[config.mk]
export PLATFORM = sky130hd
export DESIGN_NAME = dac_div
export DESIGN_NICKNAME = d
export VERILOG_FILES = /design/src/rtl/dac_pkg.sv /design/src/rtl/dac_div.sv
export SDC_FILE = /design/constraint.sdc
export NUM_CORES = 1
export LEC_CHECK = 0
export ABC_CLOCK_PERIOD_IN_PS = 4000
export BUFFER_PORTS_ARGS = -buffer_cell sky130_fd_sc_hd__buf_2
export CAP_MARGIN = 20
export CORE_AREA = 4 4 140 88
export CTS_BUF_LIST = sky130_fd_sc_hd__clkbuf_4
export DETAILED_ROUTE_END_ITERATION = 10
export DIE_AREA = 0 0 144 92
export PLACE_DENSITY = 0.7
export SETUP_SLACK_MARGIN = 0.1
export SLEW_MARGIN = 30
export SYNTH_ARGS = -nofsm -noshare
export SYNTH_HDL_FRONTEND = slang
export SYNTH_SLANG_ARGS = --single-unit
[constraint.sdc]
create_clock -name clock -period 4 [get_ports clock]
set_input_delay 0 -clock clock [delete_from_list [all_inputs] [get_ports clock]]
set_output_delay 0 -clock clock [all_outputs]
set_load 0.005 [all_outputs]
[src/rtl/dac_pkg.sv]
package dac_pkg;

   localparam int BLOCK = 64;
   localparam int ADDR_W = 6;
   localparam int CNT_W = 7;

   localparam logic [2:0] CSR_HOT_SCALE = 3'd0;
   localparam logic [2:0] CSR_SENS_SCALE = 3'd1;
   localparam logic [2:0] CSR_CLIP_LEVEL = 3'd2;
   localparam logic [2:0] CSR_TO_HOT = 3'd3;
   localparam logic [2:0] CSR_TO_SENS = 3'd4;
   localparam logic [2:0] CSR_RELEASE = 3'd5;

   localparam logic signed [24:0] OUT_MAX = 25'sd8388607;
   localparam logic signed [24:0] OUT_MIN = -25'sd8388608;

   typedef struct packed {
      logic       target;
      logic       prev;
      logic       switched;
      logic       fade;
      logic       hclip;
      logic       sclip;
      logic [15:0] hpeak;
      logic [15:0] speak;
      logic [CNT_W-1:0] count;
   } blk_type;

   function automatic logic [15:0] mag16(input logic signed [15:0] s);
      logic [16:0] e;
      begin
         e = s[15] ? (17'd0 - {{1{s[15]}}, s}) : {1'b0, s};
         mag16 = e[15:0];
      end
   endfunction

   function automatic logic [23:0] sat24(input logic signed [33:0] v);
      begin
         if (v > 34'(OUT_MAX)) sat24 = OUT_MAX[23:0];
         else if (v < 34'(OUT_MIN)) sat24 = OUT_MIN[23:0];
         else sat24 = v[23:0];
      end
   endfunction

endpackage

[src/rtl/dac_div.sv]
module dac_div (
   input  logic                       clock,
   input  logic                       reset,
   input  logic                       go,
   input  logic signed [33:0]         num,
   input  logic [dac_pkg::CNT_W-1:0]  den,
   output logic                       done,
   output logic signed [33:0]         quo
);
   logic [33:0] rem_ff, rem_in;
   logic [33:0] q_ff, q_in;
   logic [5:0]  n_ff, n_in;
   logic        run_ff, run_in;
   logic        neg_ff, neg_in;
   logic        done_ff, done_in;
   logic [34:0] trial;

   always_comb begin
      rem_in = rem_ff;
      q_in = q_ff;
      n_in = n_ff;
      run_in = run_ff;
      neg_in = neg_ff;
      done_in = 1'b0;
      trial = 35'd0;
      if (go) begin
         run_in = 1'b1;
         neg_in = num[33];
         q_in = num[33] ? 34'd0 - num : num;
         rem_in = 34'd0;
         n_in = 6'd34;
      end else if (run_ff) begin
         trial = {rem_ff, q_ff[33]} - {28'd0, den};
         if (!trial[34]) begin
            rem_in = trial[33:0];
            q_in = {q_ff[32:0], 1'b1};
         end else begin
            rem_in = {rem_ff[32:0], q_ff[33]};
            q_in = {q_ff[32:0], 1'b0};
         end
         n_in = n_ff - 6'd1;
         if (n_ff == 6'd1) begin
            run_in = 1'b0;
            done_in = 1'b1;
         end
      end
   end

   always_ff @(posedge clock) begin
      if (reset) begin
         run_ff <= 1'b0;
         done_ff <= 1'b0;
      end else begin
         run_ff <= run_in;
         done_ff <= done_in;
      end
      rem_ff <= rem_in;
      q_ff <= q_in;
      n_ff <= n_in;
      neg_ff <= neg_in;
   end

   assign done = done_ff;
   assign quo = neg_ff ? 34'sd0 - $signed(q_ff) : $signed(q_ff);
endmodule

# Yosys cells after proc, flatten, opt, wreduce, memory -nomap -nowiden
# Cells that the tools add are included.
# totals
out_inout_bits	35
regBits	77
inputBits	44
wordCells	24
# classes
addsub	4
n_eq_ne	1
n_reduce_logical	2
mux	10
n_bitwise	1
# op_table
operator	n
2-to-1 mux 34 bit	5
subtractor 1 x 34 -> 34 bit, first input constant	2
subtractor 35 x 7 -> 35 bit	1
equality test 6 x 1 -> 1 bit, second input constant	1
subtractor 6 x 1 -> 6 bit, second input constant	1
2-to-1 mux 1 bit	5
OR reduction 3 bit	1
nonzero test 2 bit	1
inverter 1 bit	1

# Depth between registers and ports, before layout
# Gate-level depths: netlist of run 1.
# depth
depth_word	4
mapped_depth	12

# Least setup slack after synthesis of run 1
# No wires, ideal clock.
# synth_path
kind	register -> register
startpoint	register q_ff[33]
endpoint	register rem_ff[26]
t_arrival_ns	3.012
setup_time_ns	0.091
path_stages_with_launch	12
path_slack_ns	0.897
path_cell_list	edfxtp_1 inv_1 ha_1 inv_1 fa_1 a21o_1 a221oi_2 o21bai_2 or4b_4 buf_6 or3_1 a311oi_1
# synth_via
elab_chain_cells	2
# synth_rtl
element	line_no	text
start, declared	dac_div.sv:11	logic [33:0] q_ff, q_in;
start signal, assigned	dac_div.sv:58	q_ff <= q_in;
subtractor 35 x 7 -> 35 bit	dac_div.sv:33	trial = {rem_ff, q_ff[33]} - {28'd0, den};
2-to-1 mux 34 bit	dac_div.sv:34	if (!trial[34]) begin
end signal, assigned	dac_div.sv:57	rem_ff <= rem_in;
end, declared	dac_div.sv:10	logic [33:0] rem_ff, rem_in;
# No other way between the ends.
# A chain may end at the register's enable or synchronous reset.

# Worst setup path in the final report of run 1
# layout_path
startpoint	register q_ff[17]
endpoint	output port quo[33]
# layout_via
elab_chain_cells	2
# layout_rtl
element	line_no	text
subtractor 1 x 34 -> 34 bit	dac_div.sv:64	assign quo = neg_ff ? 34'sd0 - $signed(q_ff) : $signed(q_ff);
2-to-1 mux 34 bit	dac_div.sv:64	
end, declared	dac_div.sv:8	output logic signed [33:0] quo
# No other way between the ends.

==> results of run 1 <==
[logic make-up (layout without fill, tap and decap cells)]
kind of cell / count (synthesis) / count (layout) / share of synthesized area
simple gates: 216 / 216 / 0.2142
buf+inv: 52 / 140 / 0.04091
compound gates: 146 / 146 / 0.1805
fa+ha+maj: 12 / 12 / 0.02912
xor+xnor: 89 / 89 / 0.1440
other cells: 0 / 2 / 0
flops: 77 / 77 / 0.3494
mux: 21 / 21 / 0.04183
[path summary, 6_finish.rpt]
path / start / cells past startpoint / endpoint / slack [ns]
max: q_ff[17]$_DFFE_PP_ / 8 / quo[33] / 0.42
min: num[2] / 3 / q_ff[2]$_DFFE_PP_ / 0.02
max reg2reg: q_ff[33]$_DFFE_PP_ / 11 / rem_ff[0]$_SDFFE_PP0P_ / 0.59
min reg2reg: rem_ff[2]$_SDFFE_PP0P_ / 2 / rem_ff[2]$_SDFFE_PP0P_ / 0.50
[flip-flops by register name, summed over array words and instances (netlist names)]
name    cells
q_ff       34
done        1
neg_ff      1
rem_ff     34
n_ff        6
run_ff      1
[final cells by class]
type	count	area, um2	area share
multi-input combinational	484	3301	0.5292
sequential	77	1892	0.3033
timing repair buffer	105	654.4	0.1049
tap	144	180.2	0.02889
clock buffer	11	82.58	0.01324
inverter	19	71.32	0.01143
clock inverter	5	51.30	0.008225
antenna	2	5.005	0.0008024
[Yosys cell counts (6+ instances only)]
| cell | instances | area [um2] |
|---|---|---|
| xor2_1 | 32 | 280.3 |
| nor3_1 | 10 | 50.05 |
| or2_2 | 7 | 43.79 |
| a21oi_1 | 37 | 185.2 |
| o21ai_0 | 32 | 160.2 |
| mux2i_1 | 8 | 80.08 |
| dfxtp_1 | 42 | 840.8 |
| mux2_2 | 12 | 135.1 |
| or3_1 | 16 | 100.1 |
| xnor2_1 | 57 | 499.2 |
| clkbuf_1 | 27 | 101.4 |
| edfxtp_1 | 35 | 1051 |
| nand4_1 | 7 | 43.79 |
| nor4_1 | 10 | 62.56 |
| a211oi_1 | 15 | 112.6 |
| a311oi_1 | 8 | 70.07 |
| inv_1 | 19 | 71.32 |
| nand2_1 | 47 | 176.4 |
| o41ai_1 | 9 | 78.83 |
| nand3_1 | 6 | 30.03 |
| nor2_1 | 68 | 255.2 |
| or4_1 | 16 | 120.1 |
| ha_1 | 11 | 137.6 |
| o31ai_1 | 21 | 157.7 |
[report_power, final]
| group | total [mW] | internal, mW | switching, mW |
|---|---|---|---|
| Combinational | 0.741 | 0.335 | 0.406 |
| Sequential | 1.03 | 0.918 | 0.110 |
| Clock | 0.485 | 0.204 | 0.281 |
[critical path, stage by stage, from the launching register on]
cell and delay, ns:
edfxtp_1 0.46, or4_1 0.58, or3_1 0.38, nor4b_2 0.38, nand2_1 0.22, or2_2 0.35
o31ai_1 0.41, xnor2_1 0.20, buf_2 0.16
[through the flow]
step           hold slack (ns)  setup WS, ns
2_1_floorplan          0.07238        0.8971
5_1_grt               0.009160        0.1652
3_5_place_dp            0.1878        0.6383
6_report               0.01789        0.4220
4_1_cts              0.0001902        0.4063
3_3_place_gp            0.1890        0.7664
[per-layer routing]
metal	track usage	routed length, um	vias up	share of wire
met3	0.04013	1051	20	0.071
li1	-	-	2412	-
met1	0.3347	7227	2381	0.49
met5	0	0	-	0
met2	0.3224	6257	210	0.43
met4	0.05486	186	0	0.013
[repair_timing]
item | 4_1_cts | 5_1_grt
gates resized for setup | 0 | 0
hold buffers | 23 | 0
endpoints found under the hold margin | 24 | 0
==> results.cfg, run 1 <==
[timing]
slew_headroom = 0.3728
worst_pin_slew_ns = 0.9373
skew_ns = 0.02773
rsz0062_at_grt = no
maxSlewViolCount = 0
post-route-min-period_ns = 3.578
fmax_ghz = 0.2795
period_share = 0.8945
totalNegativeSetupSlack_ns = 0
hold_violations = 0
setup_viol_count_final = 0

[synth]
async_flop_share = 0
yosysWarnings = 0
avgSynthCellArea_um2 = 8.832
syn_inst = 613
synth_area_mm2 = 0.005414
syn-num-nets = 669
synth_cell_types = 62
ys.flop_type = dfxtp_1
synth_edf_count = 35
yosysSeqAreaShare = 0.3494
ys_ff_latch = 77

[die]
die_h_um = 92
die_width_um = 144
rows = 30
ios = 79
design.die.area_mm2 = 0.01325
start_util = 0.4889
core_area_mm2 = 0.01107

[detailed_routing]
drt_first_pass_iters = 6
antenna_left = 0
via_per_inst = 5.930
wl_per_cell_um = 17.38
wirelength_mm = 14.72
drtIter0Drc = 449
drc = 0
dr_total_vias = 5023

[critical_path]
arrival_ns = 3.58
worstSetupStartpointType = flop
cp.required_ns = 4.00
worstSetupEndpointType = primary output
critPathMaxFanout = 4
timing_worst_setup_path_type = reg2out

[cts]
cts_sinks = 77
cts_setup_buffers = 0
clk_latency_ns = 0.44
clockBufferDepth = 2
tritoncts = done
cts-root-buf = clkbuf_4
path_clk_slew_ns = 0.14
cts_buffers = 9
ctsHtreeMaxLevel = 3

[final_layout]
layout_common_cells = buf_2, nor2_1, xnor2_1
final_util = 0.5633
fin_area_mm2 = 0.006237
fillCellCount = 999
final_common_cell = buf_2
area_growth_pct = 15.21
layout-drive-gt1-share = 0.1940
instances_no_fill = 847
final_nets = 752

[pwr]
max-vdd-ir-drop_mv = 0.1978
leakage_nw = 2.371
power-per-cell-area_mw_per_mm2 = 361.4
p_total_mw = 2.254

[global_route]
grt_max_degree = 55
grt.total_usage = 0.2210
grt_pass1_vias = 4662
grt_overflow = 0
antenna_found_initial = 1
grt_pass1_wl_mm = 23.52

[place]
placed_cells = 805
gp_congestion = 0.9083
io_buffers = 78
dpl.hpwl_mm = 10.56
placed_cell_area_mm2 = 0.005857

[status]
outcome = finished, final reports clean

[worst_hold_path]
hp-class = in2reg

[job]
cap_violations = 0
Note: power is estimated with default switching activity, not from simulation.
==> run 2: changes to the inputs <==
--- a/config.mk
+++ b/config.mk
@@ -12,6 +12,7 @@
 export CTS_BUF_LIST = sky130_fd_sc_hd__clkbuf_4
 export DETAILED_ROUTE_END_ITERATION = 10
 export DIE_AREA = 0 0 144 92
+export GPL_TIMING_DRIVEN = 0
 export PLACE_DENSITY = 0.7
 export SETUP_SLACK_MARGIN = 0.1
 export SLEW_MARGIN = 30
==> results.cfg, run 2 (same netlist as run 1, synthesis figures left out) <==
[timing]
skew_ns = 0.01894
hold_violations = 0
post-route-min-period_ns = 3.685
setup_viol_count_final = 0
setup_ws_ns = 0.3148
maxSlewViolCount = 0
totalNegativeSetupSlack_ns = 0
rsz0062_at_grt = no
fmax_ghz = 0.2714
whs_ns = 0.04691
slew_headroom = 0.3235
period_share = 0.9213
worst_pin_slew_ns = 1.008

[cts]
tritoncts = done
cts-root-buf = clkbuf_4
clk_latency_ns = 0.45
cts_setup_buffers = 0
post_cts_resized = 0
cts_buffers = 9
path_clk_slew_ns = 0.13
ctsHtreeMaxLevel = 3
cts_sinks = 77
clockBufferDepth = 2
ctsHoldBuffers = 32

[critical_path]
slowest_delay_ns = 0.50
crit_chain = inv_1, ha_1, inv_1, fa_1, a21o_1, a221oi_2, o21bai_2, o31ai_4, nand3_2, or4_1, a311oi_1
worstSetupEndpointType = flop
critPathMaxFanout = 10
arrival_ns = 4.05
worst_path_most_repeated_cell = inv_1
critPathTopFamily = compound AO/OA/AOI/OAI gates
critPathSlowestCell = o31ai_4
worstSetupStartpointType = flop
path_buf_inv = 2
cp.required_ns = 4.37
timing_worst_setup_path_type = reg2reg

[global_route]
grt_pass1_wl_mm = 26.18
grt_max_degree = 36
grt_overflow = 0
grt_pass1_vias = 5057
grt.total_usage = 0.2514
antenna_found_initial = 0

[worst_hold_path]
hp-class = in2reg

[die]
die_h_um = 92
die_width_um = 144
core_area_mm2 = 0.01107
rows = 30
ios = 79
start_util = 0.4889
design.die.area_mm2 = 0.01325

[detailed_routing]
wl_per_cell_um = 18.82
wirelength_mm = 16.64
via_per_inst = 6.128
drtIter0Drc = 549
drt_first_pass_iters = 5
dr_total_vias = 5417
antenna_left = 0
routed-wl-met3_mm = 1.962
drc = 0
top_layer = met4
met1_length_mm = 7.503
route.met2.wl_mm = 6.919

[final_layout]
layout_common_cells = buf_2, nor2_1, xnor2_1
area_growth_pct = 19.92
register_area_mm2 = 0.001892
fillCellCount = 942
final_common_cell = buf_2
final_util = 0.5863
final_nets = 790
fin_area_mm2 = 0.006492
largestRegisters = q_ff (34), rem_ff (34), n_ff (6)
layout-drive-gt1-share = 0.1854
multi_input_area_mm2 = 0.003301

[place]
place_ws_ns = 0.4389
io_buffers = 78
placed_cell_area_mm2 = 0.005984
dpl.hpwl_mm = 12.18
gp_congestion = 0.9894

[job]
cap_violations = 0

[pwr]
power-per-cell-area_mw_per_mm2 = 376.5
leakage_nw = 2.464
max-vdd-ir-drop_mv = 0.1970

[status]
outcome = finished, final reports clean
## run 2: cell count changes in the layout (fill, tap and decap cells not counted), sizes merged
| cell | previous run | this run |
|---|---|---|
| clkinv | 1 | 2 |
| inv | 22 | 20 |
| buf | 82 | 84 |
| clkbuf | 11 | 37 |
| bufinv | 1 | 3 |
| diode | 2 | 1 |
| dlygate4sd3 | 23 | 32 |
## run 2: path summary, 6_finish.rpt
| check | to | cells past startpoint | from | slack (ns) |
|---|---|---|---|---|
| max reg2reg | rem_ff[21]$_SDFFE_PP0P_ | 11 | q_ff[33]$_DFFE_PP_ | 0.31 |
| max | rem_ff[21]$_SDFFE_PP0P_ | 11 | q_ff[33]$_DFFE_PP_ | 0.31 |
| min reg2reg | rem_ff[12]$_SDFFE_PP0P_ | 2 | rem_ff[12]$_SDFFE_PP0P_ | 0.50 |
| min | q_ff[8]$_DFFE_PP_ | 3 | num[8] | 0.05 |
## run 2: cell type report
cell class	count	area share
Antenna cell	1	0.0003854
Buffer	33	0.02313
Clock buffer	10	0.01156
Clock inverter	6	0.01696
Inverter	19	0.01098
Multi-Input combinational cell	484	0.5084
Sequential cell	77	0.2914
Tap cell	144	0.02775
Timing Repair Buffer	110	0.1095
## run 2: power by group
part	switching, mW	total, mW	internal (mW)
clock network	0.297	0.621	0.324
registers	0.104	1.02	0.918
logic	0.448	0.801	0.353
total	0.849	2.44	1.60
## run 2: through the flow
| stage | power [mW] | std cells |
|---|---|---|
| final | 2.445 | 884 |
| after global placement | 1.762 | 835 |
| after CTS | 2.438 | 883 |
| after global routing | 2.572 | 883 |
| after detailed placement | 1.792 | 835 |
| after floorplan | 1.534 | 613 |
## run 2: worst register-to-register path: stages (launching register included)
cell and delay [ns]:
edfxtp_1 0.48, inv_1 0.13, ha_1 0.17, inv_1 0.05, fa_1 0.39, a21o_1 0.22, a221oi_2 0.40, o21bai_2 0.25
o31ai_4 0.50, nand3_2 0.25, or4_1 0.48, a311oi_1 0.28
## run 2: per-layer routing
metal | track usage | up-vias
li1 | - | 2479
met1 | 0.3706 | 2569
met2 | 0.3487 | 334
met3 | 0.07973 | 35
met4 | 0.07288 | 0
met5 | 0 | -
