<file path="config.mk">
export PLATFORM = sky130hd
export DESIGN_NAME = dac_ram
export DESIGN_NICKNAME = d
export VERILOG_FILES = /design/src/rtl/dac_ram.sv
export SDC_FILE = /design/constraint.sdc
export NUM_CORES = 1
export LEC_CHECK = 0
export BUFFER_PORTS_ARGS = -buffer_cell sky130_fd_sc_hd__buf_2
export CAP_MARGIN = 10
export CORE_ASPECT_RATIO = 0.8
export CORE_MARGIN = 3
export CORE_UTILIZATION = 25
export CTS_CLUSTER_DIAMETER = 200
export CTS_CLUSTER_SIZE = 20
export DETAILED_ROUTE_END_ITERATION = 8
export RECOVER_POWER = 50
export SLEW_MARGIN = 10
export SYNTH_ARGS = -nofsm -noshare
export SYNTH_HDL_FRONTEND = slang
export SYNTH_SLANG_ARGS = --single-unit
</file>
<file path="constraint.sdc">
create_clock -name clock -period 2.6 [get_ports clock]
set_input_delay 0.26 -clock clock [delete_from_list [all_inputs] [get_ports clock]]
set_output_delay 0.26 -clock clock [all_outputs]
set_load 0.02 [all_outputs]
</file>
<file path="src/rtl/dac_ram.sv">
module dac_ram #(
   parameter int WIDTH = 16,
   parameter int DEPTH = 64
) (
   input  logic                     clock,
   input  logic                     wr_en,
   input  logic [$clog2(DEPTH)-1:0] wr_addr,
   input  logic [WIDTH-1:0]         wr_data,
   input  logic [$clog2(DEPTH)-1:0] rd_addr,
   output logic [WIDTH-1:0]         rd_data
);
   logic [WIDTH-1:0] mem [DEPTH];

   always_ff @(posedge clock) begin
      if (wr_en) mem[wr_addr] <= wr_data;
      rd_data <= mem[rd_addr];
   end
endmodule

</file>
After elaboration in Yosys (flattened, before gate mapping)
Memories as Yosys holds them, arrays and structs flattened. A register that Yosys moved wholly into a read port is not among the register bits.
Cells that the tools add are included.
{ "classes": {"n_addsub": 0, "mul": 0, "div_mod_pow": 0, "n_lt_le_gt_ge": 0, "eq_ne": 0, "shift": 0, "n_mux": 2, "bitwise_logic": 0, "reduce_logical": 0} }
{ "op_table": {"columns": ["cell", "count"], "rows": [
  ["1-bit 2-to-1 mux", 2]
]} }
{ "totals": {"reg_bits": 0, "latchBits": 0, "ram_bits": 1024, "romBits": 0, "in_bits": 30, "out_inout_bits": 16, "elab_cells": 3, "n_memories": 1} }
{ "mem_list": {"columns": ["memory", "words", "word_bits", "rd", "rd_ports_with_merged_regs", "write_ports", "line_no", "source"], "rows": [
  ["mem", 64, 16, 1, 1, 1, "12", "logic [WIDTH-1:0] mem [DEPTH];"]
]} }

Logic depth before layout (Yosys ltp)
Gate-level depths: netlist of run 1.
{ "depth": {"word_depth": 2, "mapped_depth": 10, "ltp_nobuf": 5} }

Worst setup path after synthesis of run 1
Ideal clock, no wire load.
{ "synth_path": {"path_type": "input to register", "from": "input port wr_addr[3]", "to": "memory mem[48][0], enable pin", "setup_ns": 0.409, "arrival_ns": 1.886, "required_time_ns": 2.191, "setup_slack_ns": 0.305, "cell_stages": 4, "n_path_buf": 1, "cell_sequence": "clkbuf_1 nor2b_1 nand4b_1 nor3_1"} }
{ "synth_lines": {"columns": ["element", "line_no", "source"], "rows": [
  ["start: declaration", "7", "input logic [$clog2(DEPTH)-1:0] wr_addr,"],
  ["end: declaration", "12", null]
]} }
Straight into the memory's write port.

==> out/metrics.yaml, run 1 <==
multi_input_area_mm2: 0.00825
drive_above_1_share: 0.261
dp.cells: 4094
yosys-top-cells-area: "edfxtp_1 77%, mux4_2 12%, mux2i_1 2.1%"
pre_cts_ws_ns: -0.134
vias: 19317
dieWidth_um: 453
drv_slew: 589
num_io_pins: 46
syn-instance-count: 1829
first_pass_iters: 5
cts_num_sinks: 1040
grt_max_degree: 65
cts_hold_buf: 0
min-delay-start: "rd_addr[4]"
register_area_mm2: 0.0311
ys_seq_area_frac: 0.776
finClkSkew_ns: 0.0175
synth_top_area_cell: "edfxtp_1"
rsz0062_at_grt: "no"
r2r_setup_slack_ns: 0.34
netlist_top_cells_count: "1024 x edfxtp_1, 220 x mux4_2, 85 x mux2i_1"
clock_path_buffers: 3
setup_ws_ns: 0.344
ant_nets: 0
r2r_cells: 7
critPathKind: "flop to flop"
status: "finished with violations"
vdd_ir_drop_max_uv: 456
synth_cell_types: 43
r2r_end: "rd_data[13]"
cp-end-kind: "flop"
critPathLaunch: "mem[22][13]"
crit_fanout: 1
fmax_mhz: 443
p_per_area_mw_per_mm2: 654
cts_tree: "done"
synth_edf_count: 1024
slew-limit-headroom: -0.484
clk_latency_ns: 0.64
violations: "max-capacitance violations, max-slew violations"
antenna_found_initial: 5
die_h_um: 364
synthToLayoutAreaGrowth_pct: 13.6
yosysMostFrequentCell: "edfxtp_1"
netlist_area_mm2: 0.0400
grt_pass1_vias: 19016
post-route-util: 0.288
critPathRequiredTime_ns: 3.11
crit_arrival_ns: 2.76
critPathLaunchType: "flop"
initial_core_util: 0.253
hold_ws_ns: 0.123
fin_nets: 2071
portBuffers: 45
viasPerCell: 4.61
place.gp.congestion: 0.836
worst_pin_slew_ns: 2.23
hold_depth: 3
setup_viol: 0
yosys.area.top_type_share: 0.768
drt-initial-drc-count: 2429
grt_pass1_wl_um: 143000
synth.avg_cell_area_um2: 21.9
synth-seq-cells: 1040
clk_pin_slew_ns: 0.09
coreArea_mm2: 0.158
syn-num-nets: 1859
maxCapViolCount: 14
cts_resized: 0
power.leakage_nw: 13.9
hold_end: "rd_data[7]"
fillers: 15385
fin_cells: 4188
post-route-period-util: 0.868
hold_path_class: "primary input to flop"
synth_warnings: 0
wirelength_um: 100000
hold_viol_final: 0
drc: 0
root_buffer: "clkbuf_16"
num_rows: 130
final.min_clock_period_ns: 2.26
cts_setup_buffers: 0
cts_max_level: 2
wl_per_cell_um: 23.9
r2r_start: "mem[22][13]"
dominantRegCellSynth: "edfxtp_1"
hpwl_um: 64000
dieArea_mm2: 0.165
gr-total-overflow: 0
grtUsageTotal: 0.119
cts_inserted_buffers: 57
async_reset_ff_frac: 0
## area by class of cell
class                   count  area share
multi-input cells         685       0.182
well taps                2112      0.0581
flip-flops and latches   1040       0.683
repair buffers            257      0.0427
clock buffers              93      0.0343
diodes                      1   0.0000550
## registers in the layout (all words and copies together), names as in the netlist
| register | cells |
|---|---|
| mem | 1024 |
| rd_data | 16 |
## routing by layer
metal	up-vias	wire length, um	GRT usage
met5	-	21	0
met4	4	2220	0.0278
met3	100	9030	0.0240
met2	797	43500	0.173
met1	10369	45300	0.182
li1	8047	-	-
## placed cells by master, fill, tap and decap left out, types with 2 or more instances in the layout
| cell type | instances |
|---|---|
| nor2b_1 | 30 |
| and2_1 | 2 |
| a311oi_1 | 8 |
| nor4_2 | 3 |
| clkbuf_2 | 9 |
| o21ai_0 | 5 |
| mux2i_1 | 85 |
| a41oi_1 | 5 |
| edfxtp_1 | 1024 |
| a31oi_1 | 8 |
| buf_4 | 170 |
| mux4_1 | 4 |
| buf_2 | 28 |
| nand2b_1 | 3 |
| and4_1 | 5 |
| nand4_1 | 12 |
| a22o_1 | 6 |
| a21oi_1 | 17 |
| a22oi_1 | 39 |
| o21ai_1 | 3 |
| nand3_1 | 24 |
| dfxtp_1 | 16 |
| nand3b_1 | 2 |
| a221o_1 | 6 |
| a221oi_1 | 16 |
| nor3_2 | 2 |
| clkbuf_1 | 67 |
| mux4_2 | 220 |
| buf_8 | 2 |
| clkbuf_16 | 57 |
| mux2_2 | 27 |
| nor2_1 | 70 |
| a211o_1 | 8 |
| a211oi_1 | 8 |
| nor2_2 | 4 |
| nand2_1 | 59 |
| buf_12 | 16 |
## metrics by stage
step	power [mW]	setup TNS, ns	cell area (um2)
final	29.7	0	45500
after global routing	30.7	0	45500
after CTS	30.0	0	45700
after global placement	20.9	-0.290	44100
after floorplan	19.9	0	40000
after detailed placement	21.0	-0.306	44100
## cell families after synthesis
kind of cell / count (synthesis) / share of synthesized area
DFF: 1040 / 0.776
muxes: 336 / 0.155
and+or+nand+nor: 220 / 0.0265
AOI/OAI and AO/OA: 129 / 0.0241
buffers and inverters: 104 / 0.0183
## worst max-delay path, stage by stage, from the launching register on
cell and delay (ns):
edfxtp_1 0.39, mux4_2 0.47, mux2i_1 0.24, a22oi_1 0.13, buf_4 0.20, a31oi_1 0.46, buf_4 0.21, a311oi_1 0.04
## where the power goes
part / internal [mW] / switching, mW / total (mW) / leakage, nW
Sequential: 18.5 / 0.0628 / 18.6 / 9.35
Clock: 4.10 / 5.09 / 9.19 / 0.745
Combinational: 0.719 / 1.20 / 1.92 / 3.81
Total: 23.4 / 6.36 / 29.7 / 13.9
## how the worst max path moves through the flow
stage	to	slack, ns
2_1_floorplan	mem[48][0]	0.31
3_3_place_gp	rd_data[15]	-0.12
3_5_place_dp	rd_data[13]	-0.13
4_1_cts	rd_data[13]	0.32
5_1_grt	rd_data[13]	0.29
6_report	rd_data[13]	0.34
Power figures use the tool's default switching activity.
==> run 2: changes to the inputs <==
- MAX_ROUTING_LAYER: not set -> met4
==> run 2 against run 1 <==
Compared with the run above: the run still ends with max-capacitance violations, max-slew violations left; critical endpoint unchanged; largest power group unchanged; critical path depth stayed put; final cell count hardly changed; clock-buffer cell count stayed put; critical path type unchanged; largest cell class unchanged; power hardly changed; clock power hardly changed; register-to-register slack better by 0.06 ns; sequential share of layout area hardly changed.
==> out/metrics.yaml, run 2 (synthesis results as in run 1) <==
final_cell_mix: "1024 x edfxtp_1, 220 x mux4_2, 169 x buf_4"
fillers: 15384
post-route-util: 0.288
initial_core_util: 0.253
grt_pass1_vias: 18949
hold_end: "rd_data[7]"
dieArea_mm2: 0.165
top_regs: "mem: 1024 flops, rd_data: 16 flops"
register_area_mm2: 0.0311
die_h_um: 364
p_per_area_mw_per_mm2: 653
post-route-period-util: 0.846
hold_ws_ns: 0.132
power.leakage_nw: 13.9
critPathLaunchType: "flop"
drc: 0
crit_arrival_ns: 2.70
busiest_layer: "met1"
cts_num_sinks: 1040
grtUsageTotal: 0.123
cts_tree: "done"
violations: "max-capacitance violations, max-slew violations"
regMostFlops: "mem"
drive_above_1_share: 0.260
finClkSkew_ns: 0.0132
cts_hold_buf: 0
r2r_end: "rd_data[13]"
cts_max_level: 2
largest_reg_flops: 1024
clk_latency_ns: 0.64
num_io_pins: 46
slew-limit-headroom: -0.486
fin_nets: 2071
rsz0062_at_grt: "no"
setup_viol: 0
wl_per_cell_um: 23.9
status: "finished with violations"
grt_pass1_wl_um: 143000
vdd_ir_drop_max_uv: 453
synthToLayoutAreaGrowth_pct: 13.6
hold_depth: 3
coreArea_mm2: 0.158
cts_inserted_buffers: 57
fmax_mhz: 454
use_met2: 0.173
ant_nets: 0
drt-initial-drc-count: 2475
dieWidth_um: 453
hpwl_um: 64000
cts_resized: 0
critPathRequiredTime_ns: 3.10
antenna_found_initial: 5
r2r_setup_slack_ns: 0.40
gr-total-overflow: 0
viasPerCell: 4.60
final.setup.tns_ns: 0
cts_setup_buffers: 0
final_common_cell: "edfxtp_1"
hold_viol_final: 0
multi_input_area_mm2: 0.00825
hold_path_class: "primary input to flop"
wirelength_um: 100000
maxCapViolCount: 13
r2r_cells: 7
vias: 19280
cp-end-kind: "flop"
grt_max_degree: 65
met3_usage: 0.0214
clock_path_buffers: 3
clk_pin_slew_ns: 0.09
first_pass_iters: 5
r2r_start: "mem[22][13]"
use_met1: 0.184
portBuffers: 45
worst_pin_slew_ns: 2.23
min-delay-start: "rd_addr[4]"
root_buffer: "clkbuf_16"
drv_slew: 557
critPathKind: "flop to flop"
num_rows: 130
final.min_clock_period_ns: 2.20
place.gp.congestion: 0.849
crit_fanout: 1
[run 2: changes by cell type in the layout (fill, tap and decap cells not counted), sizes merged]
cell | previous run | this run
diode | 1 | 3
buf | 217 | 216
clkbuf | 133 | 134
[run 2: worst max-delay path, stage by stage (launching register included)]
cell	delay (ns)
edfxtp_1	0.39
mux4_2	0.46
mux2i_1	0.25
a22oi_1	0.14
buf_4	0.20
a31oi_1	0.40
buf_4	0.19
a311oi_1	0.04
[run 2: worst max-delay path by stage]
stage           startpoint          end  slack (ns)  cells past startpoint
6_report       mem[22][13]  rd_data[13]        0.40                      7
5_1_grt        mem[22][13]  rd_data[13]        0.30                      7
4_1_cts        mem[22][13]  rd_data[13]        0.32                      7
3_5_place_dp    rd_addr[0]  rd_data[13]       -0.13                      9
3_3_place_gp    rd_addr[0]  rd_data[15]       -0.12                      7
2_1_floorplan   wr_addr[3]   mem[48][0]        0.31                      4
[run 2: power breakdown]
group	internal, mW	total [mW]	switching [mW]	leakage [nW]
Combinational	0.719	1.92	1.20	3.80
Sequential	18.5	18.6	0.0627	9.35
Clock	4.10	9.17	5.07	0.745
Total	23.4	29.7	6.33	13.9
[run 2: final cells by class]
cell class,instances,area share
clock buffers,93,0.0343
well taps,2112,0.0581
diodes,3,0.000165
flip-flops and latches,1040,0.683
repair buffers,257,0.0426
multi-input cells,685,0.182
[run 2: stage by stage]
stage          total power, mW  worst slack, ns  std cells  cell area [um2]
2_1_floorplan             19.9            0.305       1829            40000
3_3_place_gp              20.9           -0.121       4094            44100
3_5_place_dp              21.0           -0.134       4094            44100
4_1_cts                   30.0            0.316       4187            45700
5_1_grt                   30.7            0.298       4189            45500
6_report                  29.7            0.399       4190            45500
[run 2: metal layers]
layer / vias to the layer above / wire, um
li1: 8055 / -
met1: 10417 / 46500
met2: 716 / 43700
met3: 92 / 7860
met4: 0 / 2080
met5: - / 0
==> run 3: changes to the inputs <==
- clock period: 2.6 -> 2 ns (I/O delays scaled with it)
==> run 3 against run 2 <==
Compared with the run above: routed wire length increased by 1.7%; critical path type unchanged; first-iteration DRC count grew 0.12%; die area unchanged; hold slack better by 0.11 ns; the run still ends with max-capacitance violations, max-slew violations left; critical endpoint is now rd_data[10].
==> out/metrics.yaml, run 3 (synthesis results as in run 1) <==
grt_pass1_wl_um: 146000
drc: 0
critPathMaxStageDelay_ns: 0.47
p_per_area_mw_per_mm2: 839
critPathRequiredTime_ns: 2.54
r2r_cells: 5
grtUsageTotal: 0.125
power.leakage_nw: 14.4
crit_fanout: 1
largest_reg_flops: 1024
setup_ws_ns: 0.0458
post-route-util: 0.296
grt_pass1_vias: 19292
cp_num_buf_inv: 0
drt-initial-drc-count: 2478
worstPathCellList: "mux4_2, mux2_2, nand2_1, nand4_1, and4_1"
critPathKind: "flop to flop"
viasPerCell: 4.55
finClkSkew_ns: 0.0378
portBuffers: 45
pre_cts_ws_ns: -0.582
place.gp.congestion: 0.832
hpwl_um: 65500
regMostFlops: "mem"
cts_inserted_buffers: 57
cp.depth: 5
antenna_found_initial: 11
cp-end-kind: "flop"
fin_cells: 4276
grt_max_degree: 65
cts_tree: "done"
register_area_mm2: 0.0311
synthToLayoutAreaGrowth_pct: 16.7
drv_slew: 688
final.min_clock_period_ns: 1.95
hold_ws_ns: 0.238
cts_num_sinks: 1040
wirelength_um: 102000
crit_family: "multiplexers"
maxCapViolCount: 13
top_regs: "mem: 1024 flops, rd_data: 16 flops"
num_rows: 130
cts_max_level: 2
violations: "max-capacitance violations, max-slew violations"
ant_nets: 0
post-route-period-util: 0.977
hold_viol_final: 0
hold_path_class: "primary input to flop"
fmax_mhz: 512
fin_nets: 2138
gr-total-overflow: 0
clk_latency_ns: 0.66
hold_depth: 3
vias: 19466
slew-limit-headroom: -0.179
dp.cells: 4161
wl_per_cell_um: 23.8
multi_input_area_mm2: 0.00830
root_buffer: "clkbuf_16"
cts_setup_buffers: 0
die_h_um: 364
slowest_stage: "mux4_2"
initial_core_util: 0.253
dieWidth_um: 453
vdd_ir_drop_max_uv: 746
worst_pin_slew_ns: 1.77
clk_pin_slew_ns: 0.09
coreArea_mm2: 0.158
setup_viol: 0
clock_path_buffers: 3
final_common_cell: "edfxtp_1"
crit_arrival_ns: 2.50
rsz0062_at_grt: "no"
critPathLaunchType: "flop"
fillers: 15295
status: "finished with violations"
drive_above_1_share: 0.293
final_cell_mix: "1024 x edfxtp_1, 220 x mux4_2, 193 x buf_4"
dieArea_mm2: 0.165
first_pass_iters: 5
num_io_pins: 46
## run 3: cell count changes in the layout (fill, tap and decap cells not counted), sizes merged
cell / change
diode: +4
inv: +1
dlygate4sd3: +1
buf: +78
clkbuf: +2
## run 3: final timing paths
path                                   from           to  slack [ns]
worst min register to register   mem[55][3]   rd_data[3]        0.92
worst max-delay path            mem[14][10]  rd_data[10]        0.05
worst max register to register  mem[14][10]  rd_data[10]        0.05
worst min-delay path             wr_addr[3]   mem[38][6]        0.24
## run 3: through the flow
stage                     area (um2)  total power [mW]  TNS, ns
after CTS                      47000              39.6        0
after detailed placement       45300              27.4    -6.46
final                          46700              39.2        0
after floorplan                40100              25.9   -20.02
after global routing           46700              40.6        0
after global placement         45300              27.4    -6.38
## run 3: per-layer routing
| layer | track usage | share of wire |
|---|---|---|
| met1 | 0.185 | 0.47 |
| met4 | 0.0248 | 0.019 |
| met5 | - | 0 |
| met3 | 0.0213 | 0.072 |
| met2 | 0.181 | 0.44 |
## run 3: area by class of cell
class / instances / area share
sequential: 1040 / 0.665
multi-input combinational: 685 / 0.177
timing repair buffer: 324 / 0.0653
tap: 2112 / 0.0565
clock buffer: 107 / 0.0354
antenna: 7 / 0.000375
clock inverter: 1 / 0.000187
## run 3: what timing repair did
item / CTS / global route
resized for setup: 2 / 6
endpoints found under the hold margin: 14 / 0
pin swaps: 0 / 6
hold buffers: 1 / 0
setup endpoints to repair: 2 / 6
## run 3: where the power goes
group | switching, mW | leakage [nW] | total (mW) | internal (mW)
clock | 6.77 | 0.788 | 12.4 | 5.59
combinational | 1.60 | 4.29 | 2.66 | 1.06
sequential | 0.0864 | 9.35 | 24.2 | 24.1
total | 8.45 | 14.4 | 39.2 | 30.8
## run 3: worst min-delay path, cell delays in order
cell and delay [ns]:
buf_2 0.16, or3b_2 0.24, nor2_1 0.12
